===== config.mk =====
export PLATFORM = sky130hd
export DESIGN_NAME = des_round_cell
export DESIGN_NICKNAME = d
export VERILOG_FILES = /design/src/design/des_pkg.sv /design/src/design/des_round_cell.sv
export SDC_FILE = /design/constraint.sdc
export NUM_CORES = 1
export LEC_CHECK = 0
export BUFFER_PORTS_ARGS = -buffer_cell sky130_fd_sc_hd__buf_2
export CORE_UTILIZATION = 54
export DETAILED_ROUTE_END_ITERATION = 12
export GPL_ROUTABILITY_DRIVEN = 0
export PLACE_DENSITY = 0.86
export SLEW_MARGIN = 20
export SYNTH_ARGS = -nofsm -noshare
export SYNTH_HDL_FRONTEND = slang
export SYNTH_SLANG_ARGS = --single-unit

===== constraint.sdc =====
create_clock -name i_clk -period 3.4 [get_ports i_clk]
set_clock_uncertainty 0.05 [all_clocks]
set_input_delay 0.34 -clock i_clk [delete_from_list [all_inputs] [get_ports i_clk]]
set_output_delay 0.34 -clock i_clk [all_outputs]
set_load 0.005 [all_outputs]

===== src/design/des_pkg.sv =====
package des_pkg;

    localparam int BLOCK_W = 64;
    localparam int HALF_W  = 32;
    localparam int SUBKEY_W = 48;
    localparam int CD_W    = 56;
    localparam int HALF28_W = 28;
    localparam int CFG_IDX_W = 1;
    localparam logic [63:0] KEY_RESET = 64'hAABB09182736CCDD;

    localparam logic [CFG_IDX_W-1:0] CFG_KEY = 1'b0;
    localparam logic [CFG_IDX_W-1:0] CFG_DIR = 1'b1;

    typedef logic [HALF28_W-1:0] t_half28;

    typedef logic [5:0] t_tab64 [64];
    typedef logic [5:0] t_tab48 [48];
    typedef logic [5:0] t_tab56 [56];
    typedef logic [4:0] t_tab32 [32];
    typedef logic [3:0] t_sbox [8][64];

    localparam t_tab64 TAB_IP = '{
        6'd57,6'd49,6'd41,6'd33,6'd25,6'd17,6'd9,6'd1,
        6'd59,6'd51,6'd43,6'd35,6'd27,6'd19,6'd11,6'd3,
        6'd61,6'd53,6'd45,6'd37,6'd29,6'd21,6'd13,6'd5,
        6'd63,6'd55,6'd47,6'd39,6'd31,6'd23,6'd15,6'd7,
        6'd56,6'd48,6'd40,6'd32,6'd24,6'd16,6'd8,6'd0,
        6'd58,6'd50,6'd42,6'd34,6'd26,6'd18,6'd10,6'd2,
        6'd60,6'd52,6'd44,6'd36,6'd28,6'd20,6'd12,6'd4,
        6'd62,6'd54,6'd46,6'd38,6'd30,6'd22,6'd14,6'd6};

    localparam t_tab64 TAB_FP = '{
        6'd39,6'd7,6'd47,6'd15,6'd55,6'd23,6'd63,6'd31,
        6'd38,6'd6,6'd46,6'd14,6'd54,6'd22,6'd62,6'd30,
        6'd37,6'd5,6'd45,6'd13,6'd53,6'd21,6'd61,6'd29,
        6'd36,6'd4,6'd44,6'd12,6'd52,6'd20,6'd60,6'd28,
        6'd35,6'd3,6'd43,6'd11,6'd51,6'd19,6'd59,6'd27,
        6'd34,6'd2,6'd42,6'd10,6'd50,6'd18,6'd58,6'd26,
        6'd33,6'd1,6'd41,6'd9,6'd49,6'd17,6'd57,6'd25,
        6'd32,6'd0,6'd40,6'd8,6'd48,6'd16,6'd56,6'd24};

    localparam t_tab48 TAB_E = '{
        6'd31,6'd0,6'd1,6'd2,6'd3,6'd4,6'd3,6'd4,
        6'd5,6'd6,6'd7,6'd8,6'd7,6'd8,6'd9,6'd10,
        6'd11,6'd12,6'd11,6'd12,6'd13,6'd14,6'd15,6'd16,
        6'd15,6'd16,6'd17,6'd18,6'd19,6'd20,6'd19,6'd20,
        6'd21,6'd22,6'd23,6'd24,6'd23,6'd24,6'd25,6'd26,
        6'd27,6'd28,6'd27,6'd28,6'd29,6'd30,6'd31,6'd0};

    localparam t_tab32 TAB_P = '{
        5'd15,5'd6,5'd19,5'd20,5'd28,5'd11,5'd27,5'd16,
        5'd0,5'd14,5'd22,5'd25,5'd4,5'd17,5'd30,5'd9,
        5'd1,5'd7,5'd23,5'd13,5'd31,5'd26,5'd2,5'd8,
        5'd18,5'd12,5'd29,5'd5,5'd21,5'd10,5'd3,5'd24};

    localparam t_tab56 TAB_PC1 = '{
        6'd56,6'd48,6'd40,6'd32,6'd24,6'd16,6'd8,
        6'd0,6'd57,6'd49,6'd41,6'd33,6'd25,6'd17,
        6'd9,6'd1,6'd58,6'd50,6'd42,6'd34,6'd26,
        6'd18,6'd10,6'd2,6'd59,6'd51,6'd43,6'd35,
        6'd62,6'd54,6'd46,6'd38,6'd30,6'd22,6'd14,
        6'd6,6'd61,6'd53,6'd45,6'd37,6'd29,6'd21,
        6'd13,6'd5,6'd60,6'd52,6'd44,6'd36,6'd28,
        6'd20,6'd12,6'd4,6'd27,6'd19,6'd11,6'd3};

    localparam t_tab48 TAB_PC2 = '{
        6'd13,6'd16,6'd10,6'd23,6'd0,6'd4,6'd2,6'd27,
        6'd14,6'd5,6'd20,6'd9,6'd22,6'd18,6'd11,6'd3,
        6'd25,6'd7,6'd15,6'd6,6'd26,6'd19,6'd12,6'd1,
        6'd40,6'd51,6'd30,6'd36,6'd46,6'd54,6'd29,6'd39,
        6'd50,6'd44,6'd32,6'd47,6'd43,6'd48,6'd38,6'd55,
        6'd33,6'd52,6'd45,6'd41,6'd49,6'd35,6'd28,6'd31};

    // per round: 1 means rotate by one, else by two
    localparam logic [15:0] ROT_ONE = 16'b1000_0001_0000_0011;

    localparam t_sbox SBOX = '{
        '{4'd14,4'd4,4'd13,4'd1,4'd2,4'd15,4'd11,4'd8,4'd3,4'd10,4'd6,4'd12,4'd5,4'd9,4'd0,4'd7,
          4'd0,4'd15,4'd7,4'd4,4'd14,4'd2,4'd13,4'd1,4'd10,4'd6,4'd12,4'd11,4'd9,4'd5,4'd3,4'd8,
          4'd4,4'd1,4'd14,4'd8,4'd13,4'd6,4'd2,4'd11,4'd15,4'd12,4'd9,4'd7,4'd3,4'd10,4'd5,4'd0,
          4'd15,4'd12,4'd8,4'd2,4'd4,4'd9,4'd1,4'd7,4'd5,4'd11,4'd3,4'd14,4'd10,4'd0,4'd6,4'd13},
        '{4'd15,4'd1,4'd8,4'd14,4'd6,4'd11,4'd3,4'd4,4'd9,4'd7,4'd2,4'd13,4'd12,4'd0,4'd5,4'd10,
          4'd3,4'd13,4'd4,4'd7,4'd15,4'd2,4'd8,4'd14,4'd12,4'd0,4'd1,4'd10,4'd6,4'd9,4'd11,4'd5,
          4'd0,4'd14,4'd7,4'd11,4'd10,4'd4,4'd13,4'd1,4'd5,4'd8,4'd12,4'd6,4'd9,4'd3,4'd2,4'd15,
          4'd13,4'd8,4'd10,4'd1,4'd3,4'd15,4'd4,4'd2,4'd11,4'd6,4'd7,4'd12,4'd0,4'd5,4'd14,4'd9},
        '{4'd10,4'd0,4'd9,4'd14,4'd6,4'd3,4'd15,4'd5,4'd1,4'd13,4'd12,4'd7,4'd11,4'd4,4'd2,4'd8,
          4'd13,4'd7,4'd0,4'd9,4'd3,4'd4,4'd6,4'd10,4'd2,4'd8,4'd5,4'd14,4'd12,4'd11,4'd15,4'd1,
          4'd13,4'd6,4'd4,4'd9,4'd8,4'd15,4'd3,4'd0,4'd11,4'd1,4'd2,4'd12,4'd5,4'd10,4'd14,4'd7,
          4'd1,4'd10,4'd13,4'd0,4'd6,4'd9,4'd8,4'd7,4'd4,4'd15,4'd14,4'd3,4'd11,4'd5,4'd2,4'd12},
        '{4'd7,4'd13,4'd14,4'd3,4'd0,4'd6,4'd9,4'd10,4'd1,4'd2,4'd8,4'd5,4'd11,4'd12,4'd4,4'd15,
          4'd13,4'd8,4'd11,4'd5,4'd6,4'd15,4'd0,4'd3,4'd4,4'd7,4'd2,4'd12,4'd1,4'd10,4'd14,4'd9,
          4'd10,4'd6,4'd9,4'd0,4'd12,4'd11,4'd7,4'd13,4'd15,4'd1,4'd3,4'd14,4'd5,4'd2,4'd8,4'd4,
          4'd3,4'd15,4'd0,4'd6,4'd10,4'd1,4'd13,4'd8,4'd9,4'd4,4'd5,4'd11,4'd12,4'd7,4'd2,4'd14},
        '{4'd2,4'd12,4'd4,4'd1,4'd7,4'd10,4'd11,4'd6,4'd8,4'd5,4'd3,4'd15,4'd13,4'd0,4'd14,4'd9,
          4'd14,4'd11,4'd2,4'd12,4'd4,4'd7,4'd13,4'd1,4'd5,4'd0,4'd15,4'd10,4'd3,4'd9,4'd8,4'd6,
          4'd4,4'd2,4'd1,4'd11,4'd10,4'd13,4'd7,4'd8,4'd15,4'd9,4'd12,4'd5,4'd6,4'd3,4'd0,4'd14,
          4'd11,4'd8,4'd12,4'd7,4'd1,4'd14,4'd2,4'd13,4'd6,4'd15,4'd0,4'd9,4'd10,4'd4,4'd5,4'd3},
        '{4'd12,4'd1,4'd10,4'd15,4'd9,4'd2,4'd6,4'd8,4'd0,4'd13,4'd3,4'd4,4'd14,4'd7,4'd5,4'd11,
          4'd10,4'd15,4'd4,4'd2,4'd7,4'd12,4'd9,4'd5,4'd6,4'd1,4'd13,4'd14,4'd0,4'd11,4'd3,4'd8,
          4'd9,4'd14,4'd15,4'd5,4'd2,4'd8,4'd12,4'd3,4'd7,4'd0,4'd4,4'd10,4'd1,4'd13,4'd11,4'd6,
          4'd4,4'd3,4'd2,4'd12,4'd9,4'd5,4'd15,4'd10,4'd11,4'd14,4'd1,4'd7,4'd6,4'd0,4'd8,4'd13},
        '{4'd4,4'd11,4'd2,4'd14,4'd15,4'd0,4'd8,4'd13,4'd3,4'd12,4'd9,4'd7,4'd5,4'd10,4'd6,4'd1,
          4'd13,4'd0,4'd11,4'd7,4'd4,4'd9,4'd1,4'd10,4'd14,4'd3,4'd5,4'd12,4'd2,4'd15,4'd8,4'd6,
          4'd1,4'd4,4'd11,4'd13,4'd12,4'd3,4'd7,4'd14,4'd10,4'd15,4'd6,4'd8,4'd0,4'd5,4'd9,4'd2,
          4'd6,4'd11,4'd13,4'd8,4'd1,4'd4,4'd10,4'd7,4'd9,4'd5,4'd0,4'd15,4'd14,4'd2,4'd3,4'd12},
        '{4'd13,4'd2,4'd8,4'd4,4'd6,4'd15,4'd11,4'd1,4'd10,4'd9,4'd3,4'd14,4'd5,4'd0,4'd12,4'd7,
          4'd1,4'd15,4'd13,4'd8,4'd10,4'd3,4'd7,4'd4,4'd12,4'd5,4'd6,4'd11,4'd0,4'd14,4'd9,4'd2,
          4'd7,4'd11,4'd4,4'd1,4'd9,4'd12,4'd14,4'd2,4'd0,4'd6,4'd10,4'd13,4'd15,4'd3,4'd5,4'd8,
          4'd2,4'd1,4'd14,4'd7,4'd4,4'd10,4'd8,4'd13,4'd15,4'd12,4'd9,4'd0,4'd3,4'd5,4'd6,4'd11}};

    // tables hold zero-based positions counted from the msb
    function automatic logic [63:0] perm64(input logic [63:0] v, input t_tab64 t);
        logic [63:0] r;
        for (int i = 0; i < 64; i++) r[63-i] = v[63-t[i]];
        return r;
    endfunction

    function automatic logic [55:0] perm_pc1(input logic [63:0] v);
        logic [55:0] r;
        for (int i = 0; i < 56; i++) r[55-i] = v[63-TAB_PC1[i]];
        return r;
    endfunction

    function automatic logic [47:0] perm_pc2(input logic [55:0] v);
        logic [47:0] r;
        for (int i = 0; i < 48; i++) r[47-i] = v[55-TAB_PC2[i]];
        return r;
    endfunction

    function automatic logic [31:0] feistel(input logic [31:0] rv, input logic [47:0] k);
        logic [47:0] x;
        logic [31:0] s;
        logic [5:0]  b;
        logic [31:0] p;
        for (int i = 0; i < 48; i++) x[47-i] = rv[31-TAB_E[i]];
        x = x ^ k;
        for (int i = 0; i < 8; i++) begin
            b = x[47-6*i -: 6];
            s[31-4*i -: 4] = SBOX[i][{b[5], b[0], b[4:1]}];
        end
        for (int i = 0; i < 32; i++) p[31-i] = s[31-TAB_P[i]];
        return p;
    endfunction

    function automatic t_half28 rot28(input t_half28 x, input logic one);
        return one ? {x[26:0], x[27]} : {x[25:0], x[27:26]};
    endfunction

    function automatic t_half28 rotr28(input t_half28 x, input logic one);
        return one ? {x[0], x[27:1]} : {x[1:0], x[27:2]};
    endfunction

endpackage


===== src/design/des_round_cell.sv =====
module des_round_cell import des_pkg::*; #(
    parameter int ROUND = 0
) (
    input  logic          i_clk,
    input  logic          i_rst_n,
    input  logic          i_valid,
    input  logic [31:0]   i_l,
    input  logic [31:0]   i_r,
    input  logic [55:0]   i_cd,
    input  logic          i_dir,
    output logic          o_valid,
    output logic [31:0]   o_l,
    output logic [31:0]   o_r,
    output logic [55:0]   o_cd,
    output logic          o_dir
);
    // encrypt rotates left before use, decrypt uses then rotates right
    localparam logic ROT_ENC = ROT_ONE[ROUND];
    localparam logic ROT_DEC = ROT_ONE[15-ROUND];

    logic [55:0] w_cd_enc;
    logic [55:0] w_cd_use;
    logic [55:0] n_cd;

    logic        r_valid;
    logic [31:0] r_l, r_r;
    logic [55:0] r_cd;
    logic        r_dir;

    assign w_cd_enc = {rot28(i_cd[55:28], ROT_ENC), rot28(i_cd[27:0], ROT_ENC)};
    assign w_cd_use = i_dir ? i_cd : w_cd_enc;
    assign n_cd = i_dir ? {rotr28(i_cd[55:28], ROT_DEC), rotr28(i_cd[27:0], ROT_DEC)}
                        : w_cd_enc;

    always_ff @(posedge i_clk) begin
        if (!i_rst_n) begin
            r_valid <= 1'b0;
        end else begin
            r_valid <= i_valid;
        end
        r_l   <= i_r;
        r_r   <= i_l ^ feistel(i_r, perm_pc2(w_cd_use));
        r_cd  <= n_cd;
        r_dir <= i_dir;
    end

    assign o_valid = r_valid;
    assign o_l     = r_l;
    assign o_r     = r_r;
    assign o_cd    = r_cd;
    assign o_dir   = r_dir;
endmodule


==> results.md <==
* Outcome: finished, final reports clean
* CP max FO at 16
* LEAKAGE at 5.23 nW
* Distinct cells, synth at 66
* Postcts setup bufs at 0
* Clock sink count at 122
* CTS root buf: clkbuf_16
* Gr usage total at 30.5%
* Vias in the first global route at 8237
* Post-Place Setup Slack at 0.105 ns
* WHS at 0.0111 ns
* Starting Density at 55.6%
* Max Clk Rate at 340 MHz
* CTS clk-pin slew, worst paths at 0.06 ns
* Async SR Flop Fraction at 0%
* Min-delay worst type: in2reg
* Crit-path cells: buf_4 -> mux2i_1 -> xnor2_2 -> inv_1 -> ha_1 -> nor2_1 -> o21a_1 -> a2111oi_0 -> a211oi_1 -> xnor2_1
* Antenna violations before repair at 0
* Minimum clock period at 2.94 ns
* Power Dens Cells at 541 nW/um^2
* CTS tree: done
* Tcrit/Tclk final at 86.6%
* Total iterations of the first detailed-routing run at 5
* DP HPWL at 19900 um
* First-pass GRT wire length at 42400 um
* Via Count at 8681
* Power Internal at 0.00408 W
* Pins Over Slew Limit at 0
* Mean post-synth cell area at 9.80 um^2
* Syn Nets at 1131
* Area grow syn2layout at 24.6%
* Die height at 133 um
* Worst setup EP type: register
* CP peak stage delay at 0.59 ns
* Cell family with most CP delay: XOR/XNOR gates
* # H-tree levels at 4
* Synth top area share at 26.4%
* Share of cells above drive strength 1 at 36.1%
* Sequential share of the synthesized area at 26.4%
* FP Rows at 47
* Hold_sp: i_r[1]
* 1st-iter DRT viols at 1003
* Clk pwr share at 31.5%
* Core footprint at 16600 um^2
* Critical path buffers and inverters at 2
* Crit path from: i_dir
* Largest net degree at the start of global routing at 32
* Grt total ovfl at 0
* Setup CP Type: in2reg
* Nets@finish at 1397
* Worst slew pin tran at 1.11 ns
* Most common cell after layout, fill and taps aside: buf_2
* VDD IR-drop max at 0.397 mV
* Net Switching at 0.00217 W
* Setup ws final at 0.457 ns
* Post-Syn Area at 9260 um^2
* Via density at 6.01
* Setup crit end: o_r[1]
* Core Util, Final at 69.3%
* Placed insts at 1407
* Synth top area cells: dfxtp_1 (26%), mux2i_1 (11%), ha_1 (8.4%)
* Area leader, netlist: dfxtp_1
* Non-Filler Instances at 1445
* DIE AREA at 17700 um^2
* Crit path launch type: input pin
* IO Pins at 246
* Routed Wire Length at 27100 um
* Cell count after synthesis at 945
* RSZ-0062 raised after global routing: no
* Number of enable flip-flop cells after synthesis at 0
* Commonest cells after routing, fill and taps aside: buf_2 (244), dfxtp_1 (122), mux2i_1 (98), xnor2_1 (71), mux2_2 (63)
* CP required at 3.66 ns
* Critical Path Slowest Stage Cell: ha_1
* ANT nets after route at 0
* Switching Fraction at 34.8%
* Fin Setup TNS at 0 ns
* CTS buffer count at 17
* Max cap viols at 0
* Flop pwr share at 27.5%
* Hold Vio Cnt, Final at 0
* Final setup vio count at 0
* Buffers on Ports at 245
* Routed len/inst at 18.7 um
* Max clock buf depth at 2
* Worst slew margin at 25.6%
* Synth warn at 0
* # hold bufs at CTS at 5
* Post-synth top flop: dfxtp_1
* Die X at 133 um
* Comb power frac at 41.0%
* Drc violations at 0
* Yosys reg bits at 122
* Critical path arrival at 3.20 ns
* Stages on worst setup path at 10
* Number of gates resized after cts at 0
state kept, by name (all words and copies together) (netlist names):
signal,count
o_cd,56
o_r,32
o_l,32
o_valid,1
o_dir,1
logic make-up after synthesis:
family	count (synthesis)	share of synthesized area (%)
AND/OR/NAND/NOR	166	7.66
multiplexers	192	25.5
buffers and inverters	92	4.78
AO/OA/AOI/OAI	183	13.6
flip-flops	122	26.4
adder cells (fa/ha/maj)	64	8.59
XOR/XNOR	126	13.5
metrics by stage:
step	area, um^2	power, W
3_5_place_dp	10900	0.00424
3_3_place_gp	10800	0.00415
2_1_floorplan	9260	0.00346
5_1_grt	11500	0.00654
6_report	11500	0.00625
4_1_cts	11500	0.00623
power groups by stage:
stage,clock (W),combinational (W),sequential (W)
2_1_floorplan,0,0.00167,0.00179
3_3_place_gp,0,0.00240,0.00174
3_5_place_dp,0,0.00249,0.00175
4_1_cts,0.00198,0.00252,0.00172
5_1_grt,0.00204,0.00276,0.00174
6_report,0.00197,0.00256,0.00172
Yosys cell counts (3+ instances only):
cell,n
buf_2,14
clkbuf_1,16
inv_2,3
buf_6,4
a31oi_1,12
a21oi_1,34
inv_1,40
nor4_1,6
o211ai_1,12
a211oi_1,22
o22ai_1,6
xnor2_2,14
mux4_2,25
xor2_2,6
buf_4,9
xnor2_1,72
mux2i_1,98
mux2_2,63
nand2_1,56
o311ai_0,7
o21ai_1,4
nor3_1,20
a221oi_1,4
xor2_1,34
ha_1,62
a311oi_1,4
o21ai_0,30
nand3_1,18
a2111oi_0,5
o2111ai_1,6
dfxtp_1,122
o31ai_1,11
o221ai_1,5
nor2_1,57
buf_1,3
mux2i_2,4
layout make-up:
class | instances | area [um^2]
inverter | 45 | 169
clock buffer | 18 | 439
clock inverter | 14 | 196
timing repair buffer | 294 | 1630
sequential | 122 | 2440
antenna | 1 | 2.50
fill | 1221 | 5100
multi-input combinational | 731 | 6380
tap | 220 | 275
metal layers:
| metal | up-vias | track usage, % | wire length, um |
|---|---|---|---|
| li1 | 3972 | - | - |
| met1 | 4033 | 35.7 | 10300 |
| met2 | 583 | 53.8 | 13300 |
| met3 | 93 | 5.90 | 2400 |
| met4 | 0 | 13.5 | 1010 |
| met5 | - | 0 | 0 |
worst min-delay path by stage:
stage / end / cells after the start
5_1_grt: o_l[25] / 1
4_1_cts: o_l[1] / 1
3_5_place_dp: o_l[17] / 1
6_report: o_l[1] / 1
2_1_floorplan: o_dir / 0
3_3_place_gp: o_l[21] / 1
Power figures use the tool's default switching activity.
